<file path="src/hw/rtl/cpt_pkg.sv">
// Shared types for the coprime pair test block.
package cpt_pkg;

  typedef struct packed {
    logic clear;
    logic step;
  } sub_ctl_t;

endpackage

</file>
<file path="src/hw/rtl/cpt_sub.sv">
// Bit-serial subtractor forming both differences of two operands, LSB first.
module cpt_sub #(
  parameter int VALUE_WIDTH = 16
) (
  input  logic                   clk,
  input  cpt_pkg::sub_ctl_t      ctl,
  input  logic                   a_bit,
  input  logic                   b_bit,
  output logic [VALUE_WIDTH-1:0] diff_ab,
  output logic [VALUE_WIDTH-1:0] diff_ba,
  output logic                   a_ge_b
);
  import cpt_pkg::*;

  logic borrow_ab;
  logic borrow_ba;
  logic bit_ab;
  logic bit_ba;
  logic borrow_ab_next;
  logic borrow_ba_next;

  always_comb begin
    bit_ab = a_bit ^ b_bit ^ borrow_ab;
    bit_ba = a_bit ^ b_bit ^ borrow_ba;
    borrow_ab_next = (~a_bit & b_bit) | (~(a_bit ^ b_bit) & borrow_ab);
    borrow_ba_next = (~b_bit & a_bit) | (~(a_bit ^ b_bit) & borrow_ba);
  end

  always_ff @(posedge clk) begin
    if (ctl.clear) begin
      borrow_ab <= 1'b0;
      borrow_ba <= 1'b0;
    end else if (ctl.step) begin
      borrow_ab <= borrow_ab_next;
      borrow_ba <= borrow_ba_next;
      diff_ab   <= {bit_ab, diff_ab[VALUE_WIDTH-1:1]};
      diff_ba   <= {bit_ba, diff_ba[VALUE_WIDTH-1:1]};
    end
  end

  assign a_ge_b = ~borrow_ab;

endmodule

</file>
<file path="config.mk">
export PLATFORM = sky130hd
export DESIGN_NAME = cpt_sub
export DESIGN_NICKNAME = d
export VERILOG_FILES = /design/src/hw/rtl/cpt_pkg.sv /design/src/hw/rtl/cpt_sub.sv
export SDC_FILE = /design/constraint.sdc
export NUM_CORES = 1
export LEC_CHECK = 0
export BUFFER_PORTS_ARGS = -buffer_cell sky130_fd_sc_hd__buf_2
export CORE_AREA = 2 2 59 61
export CTS_BUF_LIST = sky130_fd_sc_hd__clkbuf_16
export DETAILED_ROUTE_END_ITERATION = 6
export DIE_AREA = 0 0 61 63
export RECOVER_POWER = 100
export SYNTH_ARGS = -nofsm -noshare
export SYNTH_HDL_FRONTEND = slang
export SYNTH_SLANG_ARGS = --single-unit
</file>
<file path="constraint.sdc">
create_clock -name clk -period 2.4 [get_ports clk]
set_input_delay 0.12 -clock clk [delete_from_list [all_inputs] [get_ports clk]]
set_output_delay 0.12 -clock clk [all_outputs]
set_load 0.05 [all_outputs]
</file>
# After elaboration in Yosys (flattened, before gate mapping)
# Cells that the tools add are included.
[word_totals]
register_bits = 34
out_inout_bits = 33
[op_classes]
n_bitwise = 14
reduce_logical = 1
[op_table]
columns = ["cell", "n"]
rows = [
  ["1-bit NOT", 5],
  ["1-bit bitwise AND", 4],
  ["1-bit XOR", 3],
  ["1-bit OR", 2],
  ["2-bit AND reduction", 1],
]

# Logic depth before layout (Yosys ltp)
# Gate-level depths: netlist (run 1).
[depth]
ltp_word = 4
ltp_mapped = 4

# Worst setup path after synthesis (run 1)
# OpenSTA, ideal clock, no wires.
[synth_timing]
path_kind = "in2reg"
start = "in ctl[1] in the netlist's numbering"
end = "reg diff_ab[0] (enable)"
setup_time_ns = 0.425
arrival_ns = 1.572
t_required_ns = 1.975
path_slack_ns = 0.402
cell_stages = 1
n_path_buf = 0
path_cell_list = "nor2b_1"
[synth_via]
elab_chain_cells = 2
[synth_lines]
columns = ["item", "line", "source"]
rows = [
  ["start, declared", "cpt_sub.sv:6", "input cpt_pkg::sub_ctl_t ctl,"],
  ["1-bit NOT (no source line)", "-", ""],
  ["2-bit AND reduction (no source line)", "-", ""],
  ["end signal, assigned", "cpt_sub.sv:36", "diff_ab <= {bit_ab, diff_ab[VALUE_WIDTH-1:1]};"],
  ["end, declared", "cpt_sub.sv:9", "output logic [VALUE_WIDTH-1:0] diff_ab,"],
]
# Every way passes these cells.
# A chain may end at the register's enable or synchronous reset.

# Worst setup path after layout (run 1)
[layout_timing]
start = "reg diff_ab[15]"
end = "out diff_ab[15]"
# No word-level cell between the ends.

==> impl_metrics.json, run 1 <==
{
  "worst-path-buf-inv": 1,
  "utilization_pct": 44.7,
  "power.density_mw_per_mm2": 967,
  "outcome": "completed",
  "crit_chain": "clkbuf_1",
  "grt_max_degree": 33,
  "firstDrtPassIters": 3,
  "synth_ff_type": "edfxtp_1",
  "cts_root_buffer": "clkbuf_16",
  "dieArea_mm2": 0.00384,
  "cp_top_family": "buffers and inverters",
  "vias": 559,
  "setup_ws_ns": 1.16,
  "synth.most_common_cell": "edfxtp_1",
  "synth_top_area_share_pct": 87.9,
  "viasPerCell": 4.05,
  "hp-class": "in2reg",
  "synth_area_leader_cell": "edfxtp_1",
  "grt-ovfl-total": 0,
  "tns_ns": 0,
  "cp_max_fo": 2,
  "final_max_slew_viol_count": 0,
  "hold-worst-slack_ns": 0.0444,
  "drive_gt1_share_pct": 13.0,
  "core_mm2": 0.00323,
  "finalClockSkew_ns": 0.00438,
  "antenna_left": 0,
  "synth-seq-cells": 34,
  "layout.cells.non_filler": 138,
  "finalPower_mw": 1.40,
  "syn-cell-area_mm2": 0.00109,
  "leakage_nw": 0.499,
  "worst_pin_slew_ns": 0.624,
  "cts_buffers": 5,
  "synthArstFlopShare_pct": 0,
  "path_clk_slew_ns": 0.05,
  "cts_setup_buffers": 0,
  "hold_viol": 0,
  "clock_path_buffers": 2,
  "cts_resized": 0,
  "rows": 21,
  "ys_warn_count": 0,
  "max_stage_delay_ns": 0.48,
  "worstPathRequired_ns": 2.28,
  "io_buffers": 37,
  "dp_hpwl_um": 1110,
  "max-slew-margin-rel_pct": 58.6,
  "ctsHoldBuffers": 0,
  "drc": 0,
  "track_usage_pct": 9.21,
  "setup_viol": 0,
  "io_pins": 38,
  "critical_path_class": "reg2out",
  "clock_latency_ns": 0.27,
  "area_growth_pct": 32.2,
  "clock-sinks": 34,
  "worstPathArrival_ns": 1.12,
  "ys_seq_area_share_pct": 91.5,
  "synthTopCellsByCount": "edfxtp_1 (32), inv_1 (5)",
  "place.gp.congestion": 0.689,
  "postSynthCellCount": 46,
  "crit_slowest_cell": "clkbuf_1",
  "die_h_um": 63,
  "synth.net_count": 53,
  "worstSetupEndpointType": "primary output",
  "cp-start-kind": "register",
  "grt_pass1_wl_um": 2460,
  "diodes": 0,
  "wirelength_um": 1660,
  "postLayoutCellArea_mm2": 0.00145,
  "finalCritPeriodShare_pct": 51.7,
  "post-place-ws_ns": 1.29,
  "place_inst": 130,
  "rsz0062_at_grt": "false",
  "synth_area_leaders": "edfxtp_1 (88%), dfxtp_1 (3.7%), fa_1 (3.7%)",
  "grt_pass1_vias": 520,
  "synth_edf_count": 32,
  "initial_core_util_pct": 33.8,
  "drt-wirelength-per-cell_um": 12.0,
  "ys_types": 7,
  "syn_area_per_cell_um2": 23.8,
  "htreeDepth": 2,
  "final_nets": 98,
  "post-route-min-period_ns": 1.24,
  "cts_tree": "done",
  "die_w_um": 61,
  "dr.first_iter.drc_count": 39,
  "vdd_drop_max_mv": 0.454,
  "grt_antenna_before_repair": 0,
  "maxCapViolCount": 0,
  "fmax_mhz": 805,
  "placed_cell_area_mm2": 0.00135
}
==> logic make-up after synthesis <==
group	count (synthesis)	synth area share (%)
DFF	34	91.5
buffers and inverters	5	1.72
and+or+nand+nor	3	1.26
muxes	2	1.83
adders and majority gates	2	3.66
==> flip-flops by register name, indices dropped and copies added (netlist names) <==
name,count
borrow_ab,1
diff_ab,16
diff_ba,16
borrow_ba,1
==> final timing paths <==
check,from,to,slack [ns],cells past startpoint
max,diff_ab[15],diff_ab[15],1.16,1
min,ctl[1],borrow_ba,0.04,2
max reg2reg,borrow_ab,diff_ab[15],1.32,2
min reg2reg,diff_ab[3],diff_ab[2],0.44,0
==> power breakdown <==
group | switching, mW | total, mW | internal, mW | leakage, nW
Combinational | 0.0995 | 0.116 | 0.0169 | 0.115
Sequential | 0.0114 | 0.689 | 0.677 | 0.317
Clock | 0.215 | 0.592 | 0.377 | 0.0672
==> cells in the final DEF (no fill, tap or decap) <==
cell / netlist / final
buf_2: 0 / 3
clkbuf_16: 0 / 5
clkinv_2: 0 / 1
inv_1: 5 / 5
nor2_1: 2 / 2
edfxtp_1: 32 / 32
clkbuf_1: 0 / 34
mux2i_1: 2 / 2
clkinvlp_4: 0 / 1
buf_4: 0 / 1
clkinv_1: 0 / 1
dfxtp_1: 2 / 2
fa_1: 2 / 2
nor2b_2: 0 / 1
==> metal layers <==
| metal | wire length (um) | GRT usage [%] |
|---|---|---|
| met5 | 0 | 0 |
| met4 | 17 | 5.71 |
| met3 | 175 | 5.80 |
| met2 | 718 | 11.8 |
| met1 | 746 | 11.4 |
==> area by class of cell <==
cell class,instances,area [um^2]
flip-flops and latches,34,1000
clock inverters,3,16.3
repair buffers,38,150
well taps,46,57.6
clock buffers,5,125
inverters,5,18.8
fillers,311,1790
multi-input cells,7,76.3
No activity file was read; power rests on OpenSTA's default activity.
==> run 2: changes to the inputs <==
==> constraint.sdc (replaced) <==
create_clock -name clk -period 1.2 [get_ports clk]
set_input_delay 0.06 -clock clk [delete_from_list [all_inputs] [get_ports clk]]
set_output_delay 0.06 -clock clk [all_outputs]
set_load 0.05 [all_outputs]
==> run 2 against run 1 <==
  * The flow now finishes with violations (negative hold slack)
  * Critical path depth grew 1
  * Design area increased by 2.3%
  * Cell count unchanged
  * Register-to-register slack worse by 1.2 ns
  * Setup slack got worse by 1.1 ns
  * Global-route usage increased by 0.16 points
  * Critical path type is now reg2reg
  * Critical endpoint is now diff_ab[15]
  * Largest cell class unchanged
  * Largest power group unchanged
==> impl_metrics.json, run 2 (synthesis results as in run 1) <==
{
  "outcome": "complete, but fails checks",
  "violations": "negative hold slack",
  "clock_path_buffers": 2,
  "final_max_slew_viol_count": 0,
  "cts_setup_buffers": 0,
  "htreeDepth": 2,
  "ctsHoldBuffers": 0,
  "finalCritPeriodShare_pct": 91.2,
  "critical_path_class": "reg2reg",
  "crit_chain": "fa_1, inv_1",
  "dr.first_iter.drc_count": 25,
  "core_mm2": 0.00323,
  "tns_ns": 0,
  "drt-wirelength-per-cell_um": 11.3,
  "rows": 21,
  "diodes": 0,
  "fmax_mhz": 914,
  "vdd_drop_max_mv": 0.872,
  "cts_resized": 0,
  "initial_core_util_pct": 33.8,
  "reg_top3": "diff_ab x16, diff_ba x16",
  "vias": 546,
  "cts_tree": "done",
  "clock_latency_ns": 0.27,
  "worstPathArrival_ns": 1.12,
  "worst-path-buf-inv": 1,
  "leakage_nw": 0.603,
  "path_clk_slew_ns": 0.05,
  "hold_start": "ctl[1]",
  "cp_max_fo": 3,
  "final_nets": 98,
  "post-route-min-period_ns": 1.09,
  "max_stage_delay_ns": 0.48,
  "grt_max_degree": 33,
  "utilization_pct": 45.8,
  "grt-ovfl-total": 0,
  "max-slew-margin-rel_pct": 49.6,
  "layout_common_cells": "clkbuf_2 (34), edfxtp_1 (32), inv_1 (6)",
  "area_growth_pct": 35.2,
  "io_buffers": 37,
  "worst_pin_slew_ns": 0.756,
  "grt_pass1_wl_um": 2470,
  "finalClockSkew_ns": 0.00337,
  "cp_top_family": "adder cells",
  "io_pins": 38,
  "clock-sinks": 34,
  "post-place-ws_ns": 0.120,
  "dieArea_mm2": 0.00384,
  "maxCapViolCount": 0,
  "reg2regPathDepth": 2,
  "setup_viol": 0,
  "dp_hpwl_um": 1070,
  "die_w_um": 61,
  "cp-start-kind": "register",
  "hold_path_end": "borrow_ab",
  "layout.cells.non_filler": 138,
  "wirelength_um": 1560,
  "r2r_slack_ns": 0.11,
  "firstDrtPassIters": 4,
  "die_h_um": 63,
  "worstSetupEndpointType": "register",
  "rsz0062_at_grt": "false",
  "power.density_mw_per_mm2": 1870,
  "r2r-end": "diff_ab[15]",
  "grt_pass1_vias": 517,
  "antenna_left": 0,
  "viasPerCell": 3.96,
  "postLayoutCellArea_mm2": 0.00148,
  "r2r-start": "borrow_ab",
  "cts_root_buffer": "clkbuf_16",
  "drive_gt1_share_pct": 47.8,
  "cts_buffers": 5,
  "hp-class": "in2reg",
  "place.gp.congestion": 0.605,
  "final_common_cell": "clkbuf_2",
  "crit_slowest_cell": "fa_1",
  "hold-worst-slack_ns": -0.0179,
  "setup_ws_ns": 0.106,
  "worstPathRequired_ns": 1.23,
  "placed_cell_area_mm2": 0.00136,
  "drc": 0,
  "hold_viol": 2,
  "track_usage_pct": 9.37,
  "place_inst": 130,
  "grt_antenna_before_repair": 0,
  "hold_depth": 2
}
## run 2: cell count changes in the layout (fill, tap and decap cells not counted), sizes merged
| cell | before | now |
|---|---|---|
| clkinvlp | 1 | 0 |
| inv | 5 | 6 |
## run 2: cell type report
type                    instances  area [um^2]
fillers                       298         1750
flip-flops and latches         34         1000
repair buffers                 38          190
clock buffers                   5          125
multi-input cells               7         73.8
well taps                      46         57.6
inverters                       5         18.8
clock inverters                 3         12.5
## run 2: worst max-delay path by stage
| stage | slack [ns] | start | cells past startpoint | to |
|---|---|---|---|---|
| 6_report | 0.11 | borrow_ab | 2 | diff_ab[15] |
| 5_1_grt | 0.05 | ctl[0] | 3 | diff_ba[6] |
| 4_1_cts | 0.11 | borrow_ab | 2 | diff_ab[15] |
| 3_5_place_dp | 0.12 | borrow_ab | 2 | diff_ab[15] |
| 3_3_place_gp | 0.14 | borrow_ab | 2 | diff_ab[15] |
| 2_1_floorplan | 0.15 | borrow_ab | 2 | diff_ab[15] |
## run 2: per-stage QoR
| stage | total power [mW] | hold WS [ns] |
|---|---|---|
| after floorplan | 1.58 | 0.132 |
| after global placement | 1.65 | 0.288 |
| after detailed placement | 1.65 | 0.300 |
| after CTS | 2.82 | 0.0105 |
| after global routing | 2.86 | -0.00880 |
| final | 2.77 | -0.0179 |
## run 2: worst reg2reg max path, stage by stage, from the launching register on
cell	delay, ns
dfxtp_1	0.33
fa_1	0.48
inv_1	0.04
## run 2: metal layers
layer / vias up / global-route usage, % / share of wire (%)
met4: 0 / 6.52 / 0
met1: 262 / 11.3 / 45
li1: 256 / - / -
met3: 0 / 5.18 / 7.8
met2: 28 / 12.4 / 47
met5: - / 0 / 0
## run 2: report_power, final
| group | switching (mW) | internal [mW] |
|---|---|---|
| sequential | 0.0227 | 1.36 |
| clock | 0.404 | 0.747 |
| combinational | 0.198 | 0.0428 |
==> run 3: changes to the inputs <==
--- a/config.mk
+++ b/config.mk
@@ -5,11 +5,12 @@
 export SDC_FILE = /design/constraint.sdc
 export NUM_CORES = 1
 export LEC_CHECK = 0
+export ABC_AREA = 1
 export BUFFER_PORTS_ARGS = -buffer_cell sky130_fd_sc_hd__buf_2
-export CORE_AREA = 2 2 59 61
+export CORE_AREA = 2 2 60 62
 export CTS_BUF_LIST = sky130_fd_sc_hd__clkbuf_16
 export DETAILED_ROUTE_END_ITERATION = 6
-export DIE_AREA = 0 0 61 63
+export DIE_AREA = 0 0 62 64
 export RECOVER_POWER = 100
 export SYNTH_ARGS = -nofsm -noshare
 export SYNTH_HDL_FRONTEND = slang
==> run 3 against run 2 <==
  * The run now ends clean
  * Critical path type unchanged
  * Count of clock-buffer cells in the layout did not move
  * Hold slack improved by 0.11 ns
  * Largest cell class unchanged
  * Design area increased by 1.8%
  * Synthesized cell count rose by 17%
  * Die area increased by 3.3%
  * Clock power hardly changed
  * Sequential cell count did not move
  * Clock skew increased by 0.00093 ns
  * Power rose by 0.70%
  * Critical path depth unchanged
==> impl_metrics.json, run 3 <==
{
  "outcome": "completed",
  "maxCapViolCount": 0,
  "drc": 0,
  "reg2regPathDepth": 2,
  "grt_pass1_vias": 590,
  "io_pins": 38,
  "crit_chain": "fa_1, inv_1",
  "synth-seq-cells": 34,
  "wirelength_um": 1700,
  "core_mm2": 0.00328,
  "ys_warn_count": 0,
  "max_stage_delay_ns": 0.47,
  "htreeDepth": 2,
  "crit_slowest_cell": "fa_1",
  "post-route-min-period_ns": 1.07,
  "vdd_drop_max_mv": 0.639,
  "cp-start-kind": "register",
  "worstSetupEndpointType": "register",
  "area_growth_pct": 35.8,
  "synthTopCellsByCount": "edfxtp_1 (32), inv_1 (9), nor2_1 (5)",
  "tns_ns": 0,
  "drt-wirelength-per-cell_um": 11.6,
  "initial_core_util_pct": 33.8,
  "cts_tree": "done",
  "io_buffers": 37,
  "internal_power_mw": 2.15,
  "cts_resized": 0,
  "grt_max_degree": 17,
  "setup_viol": 0,
  "comb_power_share_pct": 9.2,
  "syn_area_per_cell_um2": 20.5,
  "reg_top3": "diff_ab x16, diff_ba x16",
  "ys_seq_area_share_pct": 90.3,
  "fmax_mhz": 934,
  "worst_pin_slew_ns": 0.387,
  "viasPerCell": 4.05,
  "vias": 595,
  "synthArstFlopShare_pct": 0,
  "grt_busiest_layer": "met2",
  "leakage_nw": 0.628,
  "synth_area_leaders": "edfxtp_1 (87%), dfxtp_1 (3.6%), fa_1 (3.6%)",
  "synth_ff_type": "edfxtp_1",
  "hp-class": "in2reg",
  "rsz0062_at_grt": "false",
  "clock_path_buffers": 2,
  "swShare_pct": 22.9,
  "power_frac_seq_pct": 49.6,
  "max-slew-margin-rel_pct": 74.2,
  "ctsHoldBuffers": 0,
  "die_h_um": 64,
  "postSynthCellCount": 54,
  "netSwitchingPower_mw": 0.639,
  "grtUsageMet2_pct": 14.3,
  "r2r-end": "diff_ab[15]",
  "place.gp.congestion": 0.568,
  "final_max_slew_viol_count": 0,
  "synth_area_leader_cell": "edfxtp_1",
  "firstDrtPassIters": 2,
  "cts_root_buffer": "clkbuf_16",
  "layout_common_cells": "clkbuf_2 (35), edfxtp_1 (32), inv_1 (10)",
  "diodes": 0,
  "ys_types": 6,
  "synth_edf_count": 32,
  "r2r-start": "borrow_ab",
  "hold_depth": 4,
  "synth.most_common_cell": "edfxtp_1",
  "grt_antenna_before_repair": 0,
  "dr.first_iter.drc_count": 11,
  "clock-sinks": 34,
  "worstPathArrival_ns": 1.10,
  "path_clk_slew_ns": 0.05,
  "final_common_cell": "clkbuf_2",
  "grt_pass1_wl_um": 2700,
  "cp_max_fo": 3,
  "cts_buffers": 5,
  "drive_gt1_share_pct": 44.6,
  "grt_use_met3_pct": 5.67,
  "dieArea_mm2": 0.00397,
  "finalCritPeriodShare_pct": 89.2,
  "hold_viol": 0,
  "die_w_um": 62,
  "cts_setup_buffers": 0,
  "rows": 21,
  "finalClockSkew_ns": 0.00430,
  "worstPathRequired_ns": 1.23,
  "hold_start": "ctl[1]",
  "critical_path_class": "reg2reg",
  "hold-worst-slack_ns": 0.0901,
  "synth.net_count": 61,
  "hold_path_end": "borrow_ab",
  "antenna_left": 0,
  "synth_top_area_share_pct": 86.7,
  "clock_latency_ns": 0.27,
  "pwr-share-clk_pct": 41.2,
  "final_nets": 107,
  "r2r_slack_ns": 0.13,
  "dp_hpwl_um": 1220,
  "power.density_mw_per_mm2": 1850,
  "syn-cell-area_mm2": 0.00111,
  "grt-ovfl-total": 0,
  "track_usage_pct": 9.94,
  "use_met1_pct": 11.3
}
## run 3: critical path: cells and delay by family, from the launching register on
kind                     cells  cell delay [ns]
buffers and inverters        1             0.03
adder cells (fa/ha/maj)      1             0.47
flip-flops                   1             0.32
## run 3: kinds of logic after synthesis
| kind of cell | after synthesis | share of synthesized area, % |
|---|---|---|
| adder cells (fa/ha/maj) | 2 | 3.61 |
| buffers and inverters | 9 | 3.05 |
| flip-flops | 34 | 90.3 |
| AND/OR/NAND/NOR | 9 | 3.05 |
## run 3: routing by layer
layer  vias up  share of wire (%)
li1        277                  -
met1       279                 42
met2        33                 47
met3         6                8.8
met4         0                2.0
met5         -                  0
## run 3: area by class of cell
class | count | area, um^2
clock buffers | 5 | 125
well taps | 46 | 57.6
multi-input cells | 11 | 81.3
fillers | 300 | 1780
inverters | 9 | 33.8
flip-flops and latches | 34 | 1000
repair buffers | 39 | 194
clock inverters | 3 | 12.5
## run 3: worst max-delay path by stage
stage,startpoint,slack [ns],endpoint
2_1_floorplan,borrow_ab,0.15,diff_ab[15]
3_3_place_gp,borrow_ab,0.14,diff_ab[15]
3_5_place_dp,borrow_ab,0.12,diff_ab[15]
4_1_cts,borrow_ab,0.12,diff_ab[15]
5_1_grt,borrow_ba,0.08,diff_ba[15]
6_report,borrow_ab,0.13,diff_ab[15]
## run 3: metrics by stage
step,std cells,setup slack [ns],total power [mW],util (%),area [um^2]
final,147,0.129,2.79,45.8,1510
after global routing,147,0.0750,2.92,45.8,1510
after CTS,147,0.123,2.84,46.0,1510
after detailed placement,139,0.122,1.67,41.8,1370
after global placement,139,0.139,1.66,41.8,1370
after floorplan,54,0.146,1.60,-,1120
## run 3: power by group through the flow
stage                     sequential (mW)  clock [mW]  combinational (mW)
final                                1.38        1.15               0.256
after global placement               1.40           0               0.262
after floorplan                      1.55           0              0.0504
after CTS                            1.38        1.19               0.263
after detailed placement             1.40           0               0.264
after global routing                 1.39        1.25               0.280
